## config.mk

```make
export PLATFORM = sky130hd
export DESIGN_NAME = atm_sqrt
export DESIGN_NICKNAME = d
export VERILOG_FILES = /design/src/rtl/core/atm_sqrt.sv
export SDC_FILE = /design/constraint.sdc
export NUM_CORES = 1
export LEC_CHECK = 0
export BUFFER_PORTS_ARGS = -buffer_cell sky130_fd_sc_hd__buf_2
export CAP_MARGIN = 15
export CELL_PAD_IN_SITES_DETAIL_PLACEMENT = 1
export CELL_PAD_IN_SITES_GLOBAL_PLACEMENT = 1
export CORE_MARGIN = 1
export CORE_UTILIZATION = 55
export DETAILED_ROUTE_END_ITERATION = 8
export HOLD_SLACK_MARGIN = 0.06
export PLACE_DENSITY = 0.85
export SYNTH_ARGS = -nofsm -noshare
export SYNTH_HDL_FRONTEND = slang
export SYNTH_SLANG_ARGS = --single-unit
```

## constraint.sdc

```tcl
create_clock -name clk -period 4.3 [get_ports clk]
set_clock_uncertainty 0.05 [all_clocks]
set_input_delay 1.29 -clock clk [delete_from_list [all_inputs] [get_ports clk]]
set_output_delay 1.29 -clock clk [all_outputs]
set_load 0.01 [all_outputs]
```

## src/rtl/core/atm_sqrt.sv

```systemverilog
module atm_sqrt #(
	parameter int ROOT_W = 16
) (
	input  logic                  clk,
	input  logic                  en,
	input  logic [2*ROOT_W-1:0]   rad,
	output logic [ROOT_W-1:0]     root,
	output logic [ROOT_W:0]       rem
);

	typedef struct packed {
		logic [2*ROOT_W-1:0] rad;
		logic [ROOT_W-1:0]   root;
		logic [ROOT_W:0]     rem;
	} sq_st_t;

	sq_st_t init;
	sq_st_t st_s [ROOT_W];

	// One root bit per stage, restoring recurrence; rem ends as rad - root^2
	function automatic sq_st_t sq_step(sq_st_t s);
		logic [ROOT_W+2:0] cat;
		logic [ROOT_W+2:0] trial;
		logic [ROOT_W+2:0] diff;
		sq_st_t n;
		cat   = {s.rem, s.rad[2*ROOT_W-1 -: 2]};
		trial = {1'b0, s.root, 2'b01};
		diff  = cat - trial;
		n.rad = {s.rad[2*ROOT_W-3:0], 2'b00};
		if (cat >= trial) begin
			n.rem  = diff[ROOT_W:0];
			n.root = {s.root[ROOT_W-2:0], 1'b1};
		end else begin
			n.rem  = cat[ROOT_W:0];
			n.root = {s.root[ROOT_W-2:0], 1'b0};
		end
		return n;
	endfunction

	always_comb begin
		init.rad  = rad;
		init.root = '0;
		init.rem  = '0;
	end

	always_ff @(posedge clk) begin
		if (en) begin
			st_s[0] <= sq_step(init);
			for (int k = 1; k < ROOT_W; k++) begin
				st_s[k] <= sq_step(st_s[k-1]);
			end
		end
	end

	assign root = st_s[ROOT_W-1].root;
	assign rem  = st_s[ROOT_W-1].rem;

endmodule

```

== After elaboration in Yosys (flattened, before gate mapping) ==
Memory sizes are Yosys's and may differ from the RTL's.
Index checks and enable logic that the tools add are counted.
Word-level totals
  bits in registers: 0
  memory bits (writable): 1008
  input bits: 34
  output and inout port bits: 33
  word-level logic and storage cells: 67
  memories kept: 1
Memory list
  st_s: words 16, width 63, read ports 16, clocked after Yosys merged registers in 0, write ports 16, line 18  | sq_st_t st_s [ROOT_W];
Cells by class
  add/subtract/negate cells: 16
  order comparisons: 16
  mux-type cells: 34
Operator list (count)
  33-bit 2-to-1 mux: 16
  18-bit 2-to-1 mux: 16
  19-bit by 18-bit >= comparator with 1-bit output: 15
  17-bit subtractor: 15
  2-bit by 1-bit subtractor with 3-bit output (second input constant): 1
  2-bit by 1-bit >= comparator with 1-bit output (second input constant): 1
  1-bit 2-to-1 mux: 2

== Depth between registers and ports, before layout ==
An unclocked memory read counts as a cell.
  depth after elaboration: 4
  mapped depth: 11
  depth with buffers taken out: 9

== Worst setup path before layout ==
Ideal clock, no wire load.
  path type: reg2reg
  start: mem st_s[1][388] in the netlist's numbering
  end: mem st_s[1][450] in the netlist's numbering (data pin)
  setup time: 260 ps
  arrival time: 2389 ps
  data required time: 3990 ps
  slack: 1601 ps
  stages on the path, launching flop included: 10
  buffers on the path: 2
  clock period less this slack: 2699 ps
  cell sequence: edfxtp_1 > ha_1 > clkbuf_1 > nand2_1 > o41a_1 > o21ai_1 > a2111oi_4 > o21ai_2 > buf_4 > mux2_2
RTL lines (line)
  start: declaration: 18

==> impl_metrics.toml <==
[timing]
rsz0062_at_grt = "no"
tns_ns = 0
hold_violations = 0
slew_viol_final = 0
fmax_mhz = 294
min_period_ns = 3.40
tightest_slew_ns = 1.04
setup_violations = 0
whs_ns = 0.352
max-slew-margin-rel_pct = 30.6
period_share_pct = 79.1

[cts]
cts_made_buffers = 67
cts.hold.buffers_added = 0
cts_root_buf = "clkbuf_16"
post-cts-setup-buffers = 0
clk_latency_ns = 0.63
cts_sinks = 630
cts_resized = 0
cts_tree = "done"
cts_max_level = 3
clockBufferDepth = 3
path_clk_slew_ns = 0.06

[global_routing]
grt_pass1_vias = 20800
grt-ovfl-total = 0
grt_max_degree = 86
antenna_found_initial = 0
grt_usage_pct = 26.3
grt_first_pass_wirelength_mm = 116

[logic_synthesis]
netlist_area_sq_um = 30400
synth_seq_cells = 630
ys_seq_area_share_pct = 62.1
yosys_most_used_dff = "edfxtp_1"
synthesis.nets = 2532
synth-async-reset-ratio_pct = 0
syn_area_per_cell_sq_um = 13.0
synth_cell_types = 88
netlist_instances = 2344
yosysWarnings = 0
synth-edff-count = 630

[finish]
syn2layout_area_growth_pct = 10.3
final_cell_mix = "630 x edfxtp_1, 193 x inv_1, 154 x ha_1"
top_regs = "st_s: 630 flops"
num_antenna_cells = 0
largest_register = "st_s"
final_nets = 2611
largest_reg_flops = 630
drive_above_1_share_pct = 11.8
final_common_cell = "edfxtp_1"
fillCellCount = 5257

[floorplanning]
die_area_sq_um = 56300
pin_count = 67
num_rows = 85
initial_core_util_pct = 56.1
coreArea_sq_um = 54200
die_h_microns = 237
die_w_microns = 237

[worst_setup_path]
crit-reg2reg-capture = "st_s[1][449]"
crit_chain = "ha_1 -> o21ai_0 -> o211ai_1 -> and2_1 -> a21oi_1 -> o21ai_2 -> mux2_2"
endpoint_kind = "flip-flop"
ff2ff_setup_slack_ns = 0.90
worstSetupEndpoint = "st_s[1][449]"
rr_worst_depth = 7
worstPathMaxFanout = 17
cp.required_ns = 4.61
startpoint = "st_s[1][378]"
reg2reg_from = "st_s[1][378]"
critPathLaunchType = "flip-flop"
max_stage_delay_ns = 0.82
worst_ep_arrival_time_ns = 3.72
crit_path_top_delay_cell = "o21ai_2"
cp.depth = 7
crit_buf_inv = 0
crit_family = "compound AO/OA/AOI/OAI gates"
crit_type = "reg2reg"

[power]
comb_power_share_pct = 18.3
leakage_uw = 0.0129
irDropWorstVdd_mv = 0.378
clock_power_share_pct = 33.8
p_int_uw = 12100
seq_power_share_pct = 47.9
power.density_nw_per_um2 = 501
totalPowerFinal_uw = 16800
power_switching_share_pct = 27.7
switchingPower_uw = 4670

[hold_path]
min_path_cells = 0
hold_class = "reg2reg"

[status]
status = "complete, no violations"

[detailed_routing]
drc = 0
first_iter_violations = 1389
routed_wl_mm = 73.0
via_per_inst = 6.09
dr_total_vias = 19300
detail-route-antenna-nets = 0
drt-wirelength-per-cell_microns = 23.1
first_pass_iters = 5

[place]
dp_hpwl_mm = 49.8
routabilityCongestion = 0.907
port_buffers = 66

[flow_run]
maxCapViolations = 0
cells by family after synthesis:
| group | Yosys count | synth area share, % |
|---|---|---|
| fa+ha+maj | 154 | 6.33 |
| simple gates | 581 | 9.90 |
| xor+xnor | 156 | 4.49 |
| flops | 630 | 62.1 |
| buf+inv | 271 | 3.90 |
| other cells | 1 | 0.0123 |
| mux | 91 | 3.29 |
| compound gates | 460 | 9.95 |
area by class of cell:
cell class	instances	area [sq um]	share of cell area, %
sequential	630	18900	56.3
timing repair buffer	84	578	1.72
multi-input combinational	1443	10300	30.8
inverter	197	742	2.21
clock buffer	76	1730	5.16
clock inverter	43	399	1.19
tap	696	871	2.59
how the worst min path moves through the flow:
stage	start	end
after floorplan	st_s[0][35]	st_s[0][100]
after global placement	st_s[0][243]	st_s[0][308]
after detailed placement	st_s[0][58]	st_s[0][123]
after CTS	st_s[0][306]	st_s[0][371]
after global routing	st_s[0][427]	st_s[0][492]
final	st_s[0][306]	st_s[0][371]
layer usage:
metal | vias to the layer above | global-route usage (%) | part of all wire (%)
li1 | 8888 | - | -
met4 | 0 | 8.86 | 2.6
met5 | - | 0 | 0
met3 | 150 | 3.53 | 3.9
met2 | 465 | 47.8 | 52
met1 | 9783 | 32.0 | 41
cell usage after synthesis, types with 6 or more instances:
master / count / area [sq um]
edfxtp_1: 630 / 18900
inv_1: 193 / 724
ha_1: 154 / 1930
nor2_1: 149 / 559
a21oi_1: 137 / 686
nand2_1: 110 / 413
xnor2_1: 98 / 858
o21ai_0: 95 / 475
mux2_2: 73 / 822
xor2_1: 58 / 508
nor3_1: 54 / 270
nand3_1: 36 / 180
buf_4: 35 / 263
a21o_1: 34 / 255
or3_1: 34 / 213
o21a_1: 33 / 248
nor2b_1: 30 / 188
clkbuf_1: 26 / 97.6
a211oi_1: 25 / 188
nor4_1: 25 / 156
nand4_1: 24 / 150
nand2b_1: 23 / 144
mux2i_1: 18 / 180
or4_1: 18 / 135
and2_1: 15 / 93.8
o31ai_1: 14 / 105
and3_1: 13 / 81.3
o211ai_1: 11 / 82.6
buf_2: 10 / 50.1
a31o_2: 9 / 78.8
a31oi_1: 9 / 56.3
o31a_1: 9 / 78.8
or2_2: 9 / 56.3
o21bai_1: 8 / 60.1
a21boi_0: 7 / 52.6
nand3b_1: 7 / 52.6
nor3b_1: 6 / 45.0
o21ai_1: 6 / 30.0
stage by stage:
stage	std cells	utilization (%)	cell area (sq um)	setup slack [ns]
after global placement	3048	58.0	31400	1.21
after floorplan	2344	-	30400	1.60
after CTS	3167	61.9	33600	0.977
after detailed placement	3048	58.0	31400	1.11
after global routing	3169	61.9	33600	0.731
final	3169	61.9	33600	0.897
power groups by stage:
stage | registers (uW) | clock network (uW) | logic [uW]
floorplan | 7970 | 0 | 2230
finish | 8050 | 5680 | 3080
detailed placement | 8160 | 0 | 2990
CTS | 8050 | 5790 | 3070
global placement | 8110 | 0 | 2800
global route | 8100 | 5980 | 3360
Note: power is estimated with default switching activity, not from simulation.
