==> src/rtl/core/atm_pkg.sv <==
package atm_pkg;

	// Field widths
	localparam int ACCEL_W = 16;
	localparam int PITCH_W = 15;
	localparam int ROLL_W  = 16;
	localparam int MAG_W   = 16;

	// Angle formats: accumulator in degrees * 2^ACC_FRAC, output in degrees * 2^ANGLE_FRAC_BITS
	localparam int ACC_FRAC        = 16;
	localparam int ANGLE_FRAC_BITS = 7;
	localparam int ACC_W           = 26;
	localparam int TABLE_LEN       = 24;
	localparam int ITER_STAGES_DEF = 16;

	// Rotator operands carry counts * 2^OP_FRAC
	localparam int OP_FRAC = 14;
	localparam int CW      = 33;

	// Root of (x^2 + z^2) * 2^(2*OP_FRAC)
	localparam int DEN_W = 30;

	localparam int PITCH_LIM_DEG = 90;
	localparam int ROLL_LIM_DEG  = 180;

	localparam logic [MAG_W-1:0] THRESH_RST = 16'd16384;

	typedef logic signed [ACCEL_W-1:0] accel_t;
	typedef logic signed [PITCH_W-1:0] pitch_t;
	typedef logic signed [ROLL_W-1:0]  roll_t;
	typedef logic        [MAG_W-1:0]   mag_t;
	typedef logic signed [CW-1:0]      cw_t;
	typedef logic signed [ACC_W-1:0]   acc_t;

	localparam acc_t DEG180_ACC = 26'sd11796480;

	typedef struct packed {
		pitch_t pitch_angle;
		roll_t  roll_angle;
		mag_t   accel_magnitude;
		logic   shake;
	} res_t;

	// round(atan(2^-i) * 180/pi * 2^16)
	function automatic acc_t atan_q16(input int unsigned idx);
		acc_t r;
		unique case (idx)
			0:       r = acc_t'(2949120);
			1:       r = acc_t'(1740967);
			2:       r = acc_t'(919879);
			3:       r = acc_t'(466945);
			4:       r = acc_t'(234379);
			5:       r = acc_t'(117304);
			6:       r = acc_t'(58666);
			7:       r = acc_t'(29335);
			8:       r = acc_t'(14668);
			9:       r = acc_t'(7334);
			10:      r = acc_t'(3667);
			11:      r = acc_t'(1833);
			12:      r = acc_t'(917);
			13:      r = acc_t'(458);
			14:      r = acc_t'(229);
			15:      r = acc_t'(115);
			16:      r = acc_t'(57);
			17:      r = acc_t'(29);
			18:      r = acc_t'(14);
			19:      r = acc_t'(7);
			20:      r = acc_t'(4);
			21:      r = acc_t'(2);
			22:      r = acc_t'(1);
			default: r = '0;
		endcase
		return r;
	endfunction

endpackage

==> src/rtl/core/atm_cordic.sv <==
module atm_cordic import atm_pkg::*; #(
	parameter int ITER_STAGES = ITER_STAGES_DEF,
	parameter int LIMIT_DEG   = PITCH_LIM_DEG
) (
	input  logic clk,
	input  logic en,
	input  cw_t  y_in,
	input  cw_t  x_in,
	output acc_t angle
);

	localparam int   N_IT = (ITER_STAGES < TABLE_LEN) ? ITER_STAGES : TABLE_LEN;
	localparam int   SH   = ACC_FRAC - ANGLE_FRAC_BITS;
	localparam acc_t HALF = acc_t'(1 << (SH - 1));
	localparam acc_t LIM  = acc_t'(LIMIT_DEG << ANGLE_FRAC_BITS);
	localparam acc_t NLIM = -LIM;

	typedef struct packed {
		cw_t  x;
		cw_t  y;
		acc_t z;
		logic zero;
	} cst_t;

	cst_t pre;
	cst_t cst_s [N_IT+1];
	acc_t sum;
	acc_t rnd;
	acc_t ang;
	acc_t angle_s;

	function automatic cst_t cr_step(cst_t s, int unsigned i);
		cst_t n;
		n = s;
		if (!s.y[CW-1] && (s.y != '0)) begin
			n.x = s.x + (s.y >>> i);
			n.y = s.y - (s.x >>> i);
			n.z = s.z + atan_q16(i);
		end else begin
			n.x = s.x - (s.y >>> i);
			n.y = s.y + (s.x >>> i);
			n.z = s.z - atan_q16(i);
		end
		return n;
	endfunction

	// Fold a negative x operand into the right half plane, starting at +-180 degrees
	always_comb begin
		pre.zero = (x_in == '0) && (y_in == '0);
		if (x_in[CW-1]) begin
			pre.x = -x_in;
			pre.y = -y_in;
			pre.z = y_in[CW-1] ? -DEG180_ACC : DEG180_ACC;
		end else begin
			pre.x = x_in;
			pre.y = y_in;
			pre.z = '0;
		end
	end

	always_comb begin
		sum = cst_s[N_IT].z + HALF;
		rnd = sum >>> SH;
		priority if (cst_s[N_IT].zero) begin
			ang = '0;
		end else if (rnd > LIM) begin
			ang = LIM;
		end else if (rnd < NLIM) begin
			ang = NLIM;
		end else begin
			ang = rnd;
		end
	end

	always_ff @(posedge clk) begin
		if (en) begin
			cst_s[0] <= pre;
			for (int i = 0; i < N_IT; i++) begin
				cst_s[i+1] <= cr_step(cst_s[i], i);
			end
			angle_s <= ang;
		end
	end

	assign angle = angle_s;

endmodule

==> config.mk <==
export PLATFORM = sky130hd
export DESIGN_NAME = atm_cordic
export DESIGN_NICKNAME = d
export VERILOG_FILES = /design/src/rtl/core/atm_pkg.sv /design/src/rtl/core/atm_cordic.sv
export SDC_FILE = /design/constraint.sdc
export NUM_CORES = 2
export LEC_CHECK = 0
export BUFFER_PORTS_ARGS = -buffer_cell sky130_fd_sc_hd__buf_2
export CORE_ASPECT_RATIO = 1.75
export CORE_MARGIN = 1.5
export CORE_UTILIZATION = 31
export CTS_CLUSTER_DIAMETER = 60
export CTS_CLUSTER_SIZE = 24
export DETAILED_ROUTE_END_ITERATION = 7
export REMOVE_ABC_BUFFERS = 1
export SLEW_MARGIN = 20
export SYNTH_ARGS = -nofsm -noshare
export SYNTH_HDL_FRONTEND = slang
export SYNTH_SLANG_ARGS = --single-unit
==> constraint.sdc <==
create_clock -name clk -period 7.2 [get_ports clk]
set_input_delay 0.36 -clock clk [delete_from_list [all_inputs] [get_ports clk]]
set_output_delay 0.36 -clock clk [all_outputs]
set_load 0.02 [all_outputs]
# Word-level counts from Yosys, hierarchy flattened
# Memories as Yosys holds them, arrays and structs flattened.
# Cells that the tools add are included.
# totals
ff_bits	26
ramBits	1581
input_bits	68
out_inout_bits	26
mem_count	1
# classes
addsub	98
order_cmp	2
n_mux	102
n_reduce_logical	53
# mem_list
name	depth	width	rd	rd_clocked_by_memory_dff	write_ports	line	text
cst_s	17	93	17	0	17	atm_cordic.sv:26	cst_t cst_s [N_IT+1];
# ops
cell	n
$mux W92	33
$mux W26	66
$reduce_bool A33 Y1	16
$add A26 B26 Y26	16
$sub A26 B26 Y26	16
$add A33 B18 Y33	2
$add A33 B19 Y33	2
$add A33 B20 Y33	2
$add A33 B21 Y33	2
$add A33 B22 Y33	2
$add A33 B23 Y33	2
$add A33 B24 Y33	2
$add A33 B25 Y33	2
$add A33 B26 Y33	2
$add A33 B27 Y33	2
$add A33 B28 Y33	2
$add A33 B29 Y33	2
$add A33 B30 Y33	2
$add A33 B31 Y33	2
$add A33 B32 Y33	2
$logic_not A33 Y1	2
$neg A33 Y33	2
$sub A33 B18 Y33	2
$sub A33 B19 Y33	2
other kinds (24)	70

# Longest topological paths before layout
# depth
word_depth	7
mapped_depth	26

# Worst setup path after synthesis
# No wires, ideal clock.
# synth_path
path_kind	reg2reg
startpoint	memory cst_s[0][982] (netlist bit)
endpoint	memory cst_s[0][1114] (netlist bit), data pin
setup_time_ps	258
arrival_ps	6093
required_time_ps	6942
setup_slack_ps	850
stages_incl_launch_ff	22
path_buffers	2
period_less_slack_ps	6350
cell_sequence	edfxtp_1 -> or4_1 -> nor4_1 -> nand2b_1 -> nand4b_1 -> nand2_1 -> clkbuf_1 -> clkbuf_1 -> nand2_1 -> xnor2_1 -> ha_1 -> a211oi_1 -> o211ai_1 -> a221o_1 -> a211oi_1 -> o221ai_1 -> a31o_2 -> and3_1 -> or4_1 -> a31o_2 -> a21oi_1 -> xnor2_1
# synth_lines
item	line
start: declaration	atm_cordic.sv:26

==> flow_summary.toml <==
[worst_hold_path]
hold_path.class = "primary input to flip-flop"
min_from = "x_in[1]"

[routing]
dr.first_iter.drc_count = 4257
viasPerCell = 5.24
drc = 0
drtAntennaViolNets = 0
vias = 93400
first_pass_iters = 6
wl_per_cell_um = 19.8
drt-total-wl_um = 353000

[setup_path]
r2r_start = "cst_s[0][315]"
cp_data_required_time_ns = 7.75
crit_family = "simple AND/OR/NAND/NOR gates"
critPathBufInv = 4
critPathSlowestCell = "or4_4"
worstSetupStartpointType = "flip-flop"
worst_setup_path_end_kind = "flip-flop"
critPathKind = "flip-flop to flip-flop"
slowest_delay_ns = 0.58
cp_max_fo = 14
arrival_ns = 7.46
setup.worst_path.start = "cst_s[0][315]"

[cells_and_area]
fin_nets = 14200
fin_cells = 17800
diodes = 0
syn2layout_area_growth_pct = 11.9
drive_gt1_frac = 0.0587

[clock_network]
clock_sinks = 1408
cts_buffers = 139
cts_tree = "yes"
htreeDepth = 4
worstSkewPairLatency_ns = 0.86
clkTransAtPathRegs_ns = 0.07
cts_buffer_depth = 4
cts_root_buf = "clkbuf_16"

[place]
hpwl_um = 288000
post-place-ws_ns = -0.245
port_buffers = 93
gp_congestion = 1.04
dp_cells = 17500

[synthesis]
yosysWarnings = 0
ys_seq_area_frac = 0.357
ys_async_sr_fraction = 0
avgSynthCellArea_sq_um = 9.62
syn_area_sq_mm = 0.118
syn_inst = 12300
synth_edf_count = 1408
synthFlopType = "edfxtp_1"
synth_cell_types = 87
synth_seq_cells = 1408

[job]
max_cap_viol_count = 0

[timing]
clock_skew_ns = 0.0771
hold_violations = 0
min_period_over_period = 0.960
maxSlewViolCount = 0
setup_violations = 0
max-slew-margin-rel = 0.165
max_clock_freq_mhz = 145
min_period_ns = 6.91
worst_slew_pin_slew_ns = 1.24
tns_ns = 0
fin_ws_ns = 0.286

[floorplanning]
dieHeight_um = 820
coreArea_sq_mm = 0.379
die_width_um = 470
initial_core_util = 0.312
rows = 299
ios = 94
die_area_sq_mm = 0.385

[grt]
grt_pass1_wl_um = 529000
grt_use_total = 0.177
grt_start_max_net_pins = 176
grt_pass1_vias = 95200
antenna_found_initial = 5
grt_remaining_overflow = 0

[outcome]
status = "completed"
## layer usage
layer	GRT usage	routed length [um]
met5	0	57
met4	0.197	45500
met1	0.120	97400
met3	0.0247	10200
met2	0.370	200000
## tightest hold or removal path, cell delays in order
cell and delay (ns):
buf_2 0.09, inv_1 0.09, o21ai_0 0.15
## final timing paths
check,slack (ns),to,cells after the start
min reg2reg,0.38,cst_s[0][558],0
max reg2reg,0.29,cst_s[0][430],25
max,0.29,cst_s[0][430],25
min,0.09,cst_s[0][61],3
## final cells by class
type	count	area (sq um)
multi-input combinational	10100	73200
sequential	1408	42300
inverter	615	2310
clock inverter	87	1030
clock buffer	149	3560
fill	38600	247000
timing repair buffer	478	3780
tap	4966	6210
## metrics by stage
| stage | utilization | area [sq um] | hold slack, ns |
|---|---|---|---|
| global placement | 0.334 | 127000 | 0.401 |
| finish | 0.349 | 132000 | 0.0926 |
| CTS | 0.349 | 132000 | 0.0335 |
| global route | 0.349 | 132000 | 0.0612 |
| floorplan | - | 118000 | 0.400 |
| detailed placement | 0.334 | 127000 | 0.405 |
## placed cells by master, fill, tap and decap left out, drive strengths merged, types with 102 or more instances in the layout
cell type | synthesis | final
edfxtp | 1408 | 1408
nor3 | 260 | 260
xor2 | 593 | 593
xnor2 | 1209 | 1209
buf | 52 | 376
dlygate4sd3 | 0 | 102
nand2b | 207 | 207
nor4 | 125 | 125
or3 | 118 | 118
o21bai | 160 | 160
nor2b | 196 | 196
ha | 1333 | 1333
o21ai | 750 | 750
inv | 610 | 647
nor2 | 887 | 887
o21a | 216 | 216
o31ai | 210 | 210
clkbuf | 140 | 149
a21o | 486 | 486
a21oi | 1160 | 1160
nand3 | 202 | 202
nand2 | 699 | 699
## state kept, by name, indices dropped and copies added, names as in the netlist
register / count
cst_s: 1391
angle: 17
## cell families after synthesis
family | synth area share
AOI/OAI and AO/OA | 0.199
xor gates and xnor gates | 0.133
adders and majority gates | 0.148
buffers and inverters | 0.0262
DFF | 0.357
muxes | 0.00532
other | 0.0000317
and+or+nand+nor | 0.131
## what timing repair did
action / 4_1_cts / 5_1_grt
endpoints found under the hold margin: 66 / 0
setup buffers: 0 / 0
hold buffers: 102 / 0
gates resized for setup: 2 / 13
endpoints found under the setup margin: 2 / 14
## cell usage after synthesis, drive strengths merged, types with 140 or more instances
master	number	area share
nor2b	196	0.010
nor2	887	0.028
ha	1333	0.14
a21o	486	0.031
clkbuf	140	0.0045
nand2b	207	0.011
nand3	202	0.0085
nand2	699	0.022
o21ai	750	0.032
o31ai	210	0.013
xor2	593	0.044
o21bai	160	0.010
o21a	216	0.014
xnor2	1209	0.090
inv	610	0.019
edfxtp	1408	0.36
a21oi	1160	0.049
nor3	260	0.011
Power is not shown: default switching activity piles up to over one toggle a cycle in this logic, so the estimate is an artifact.
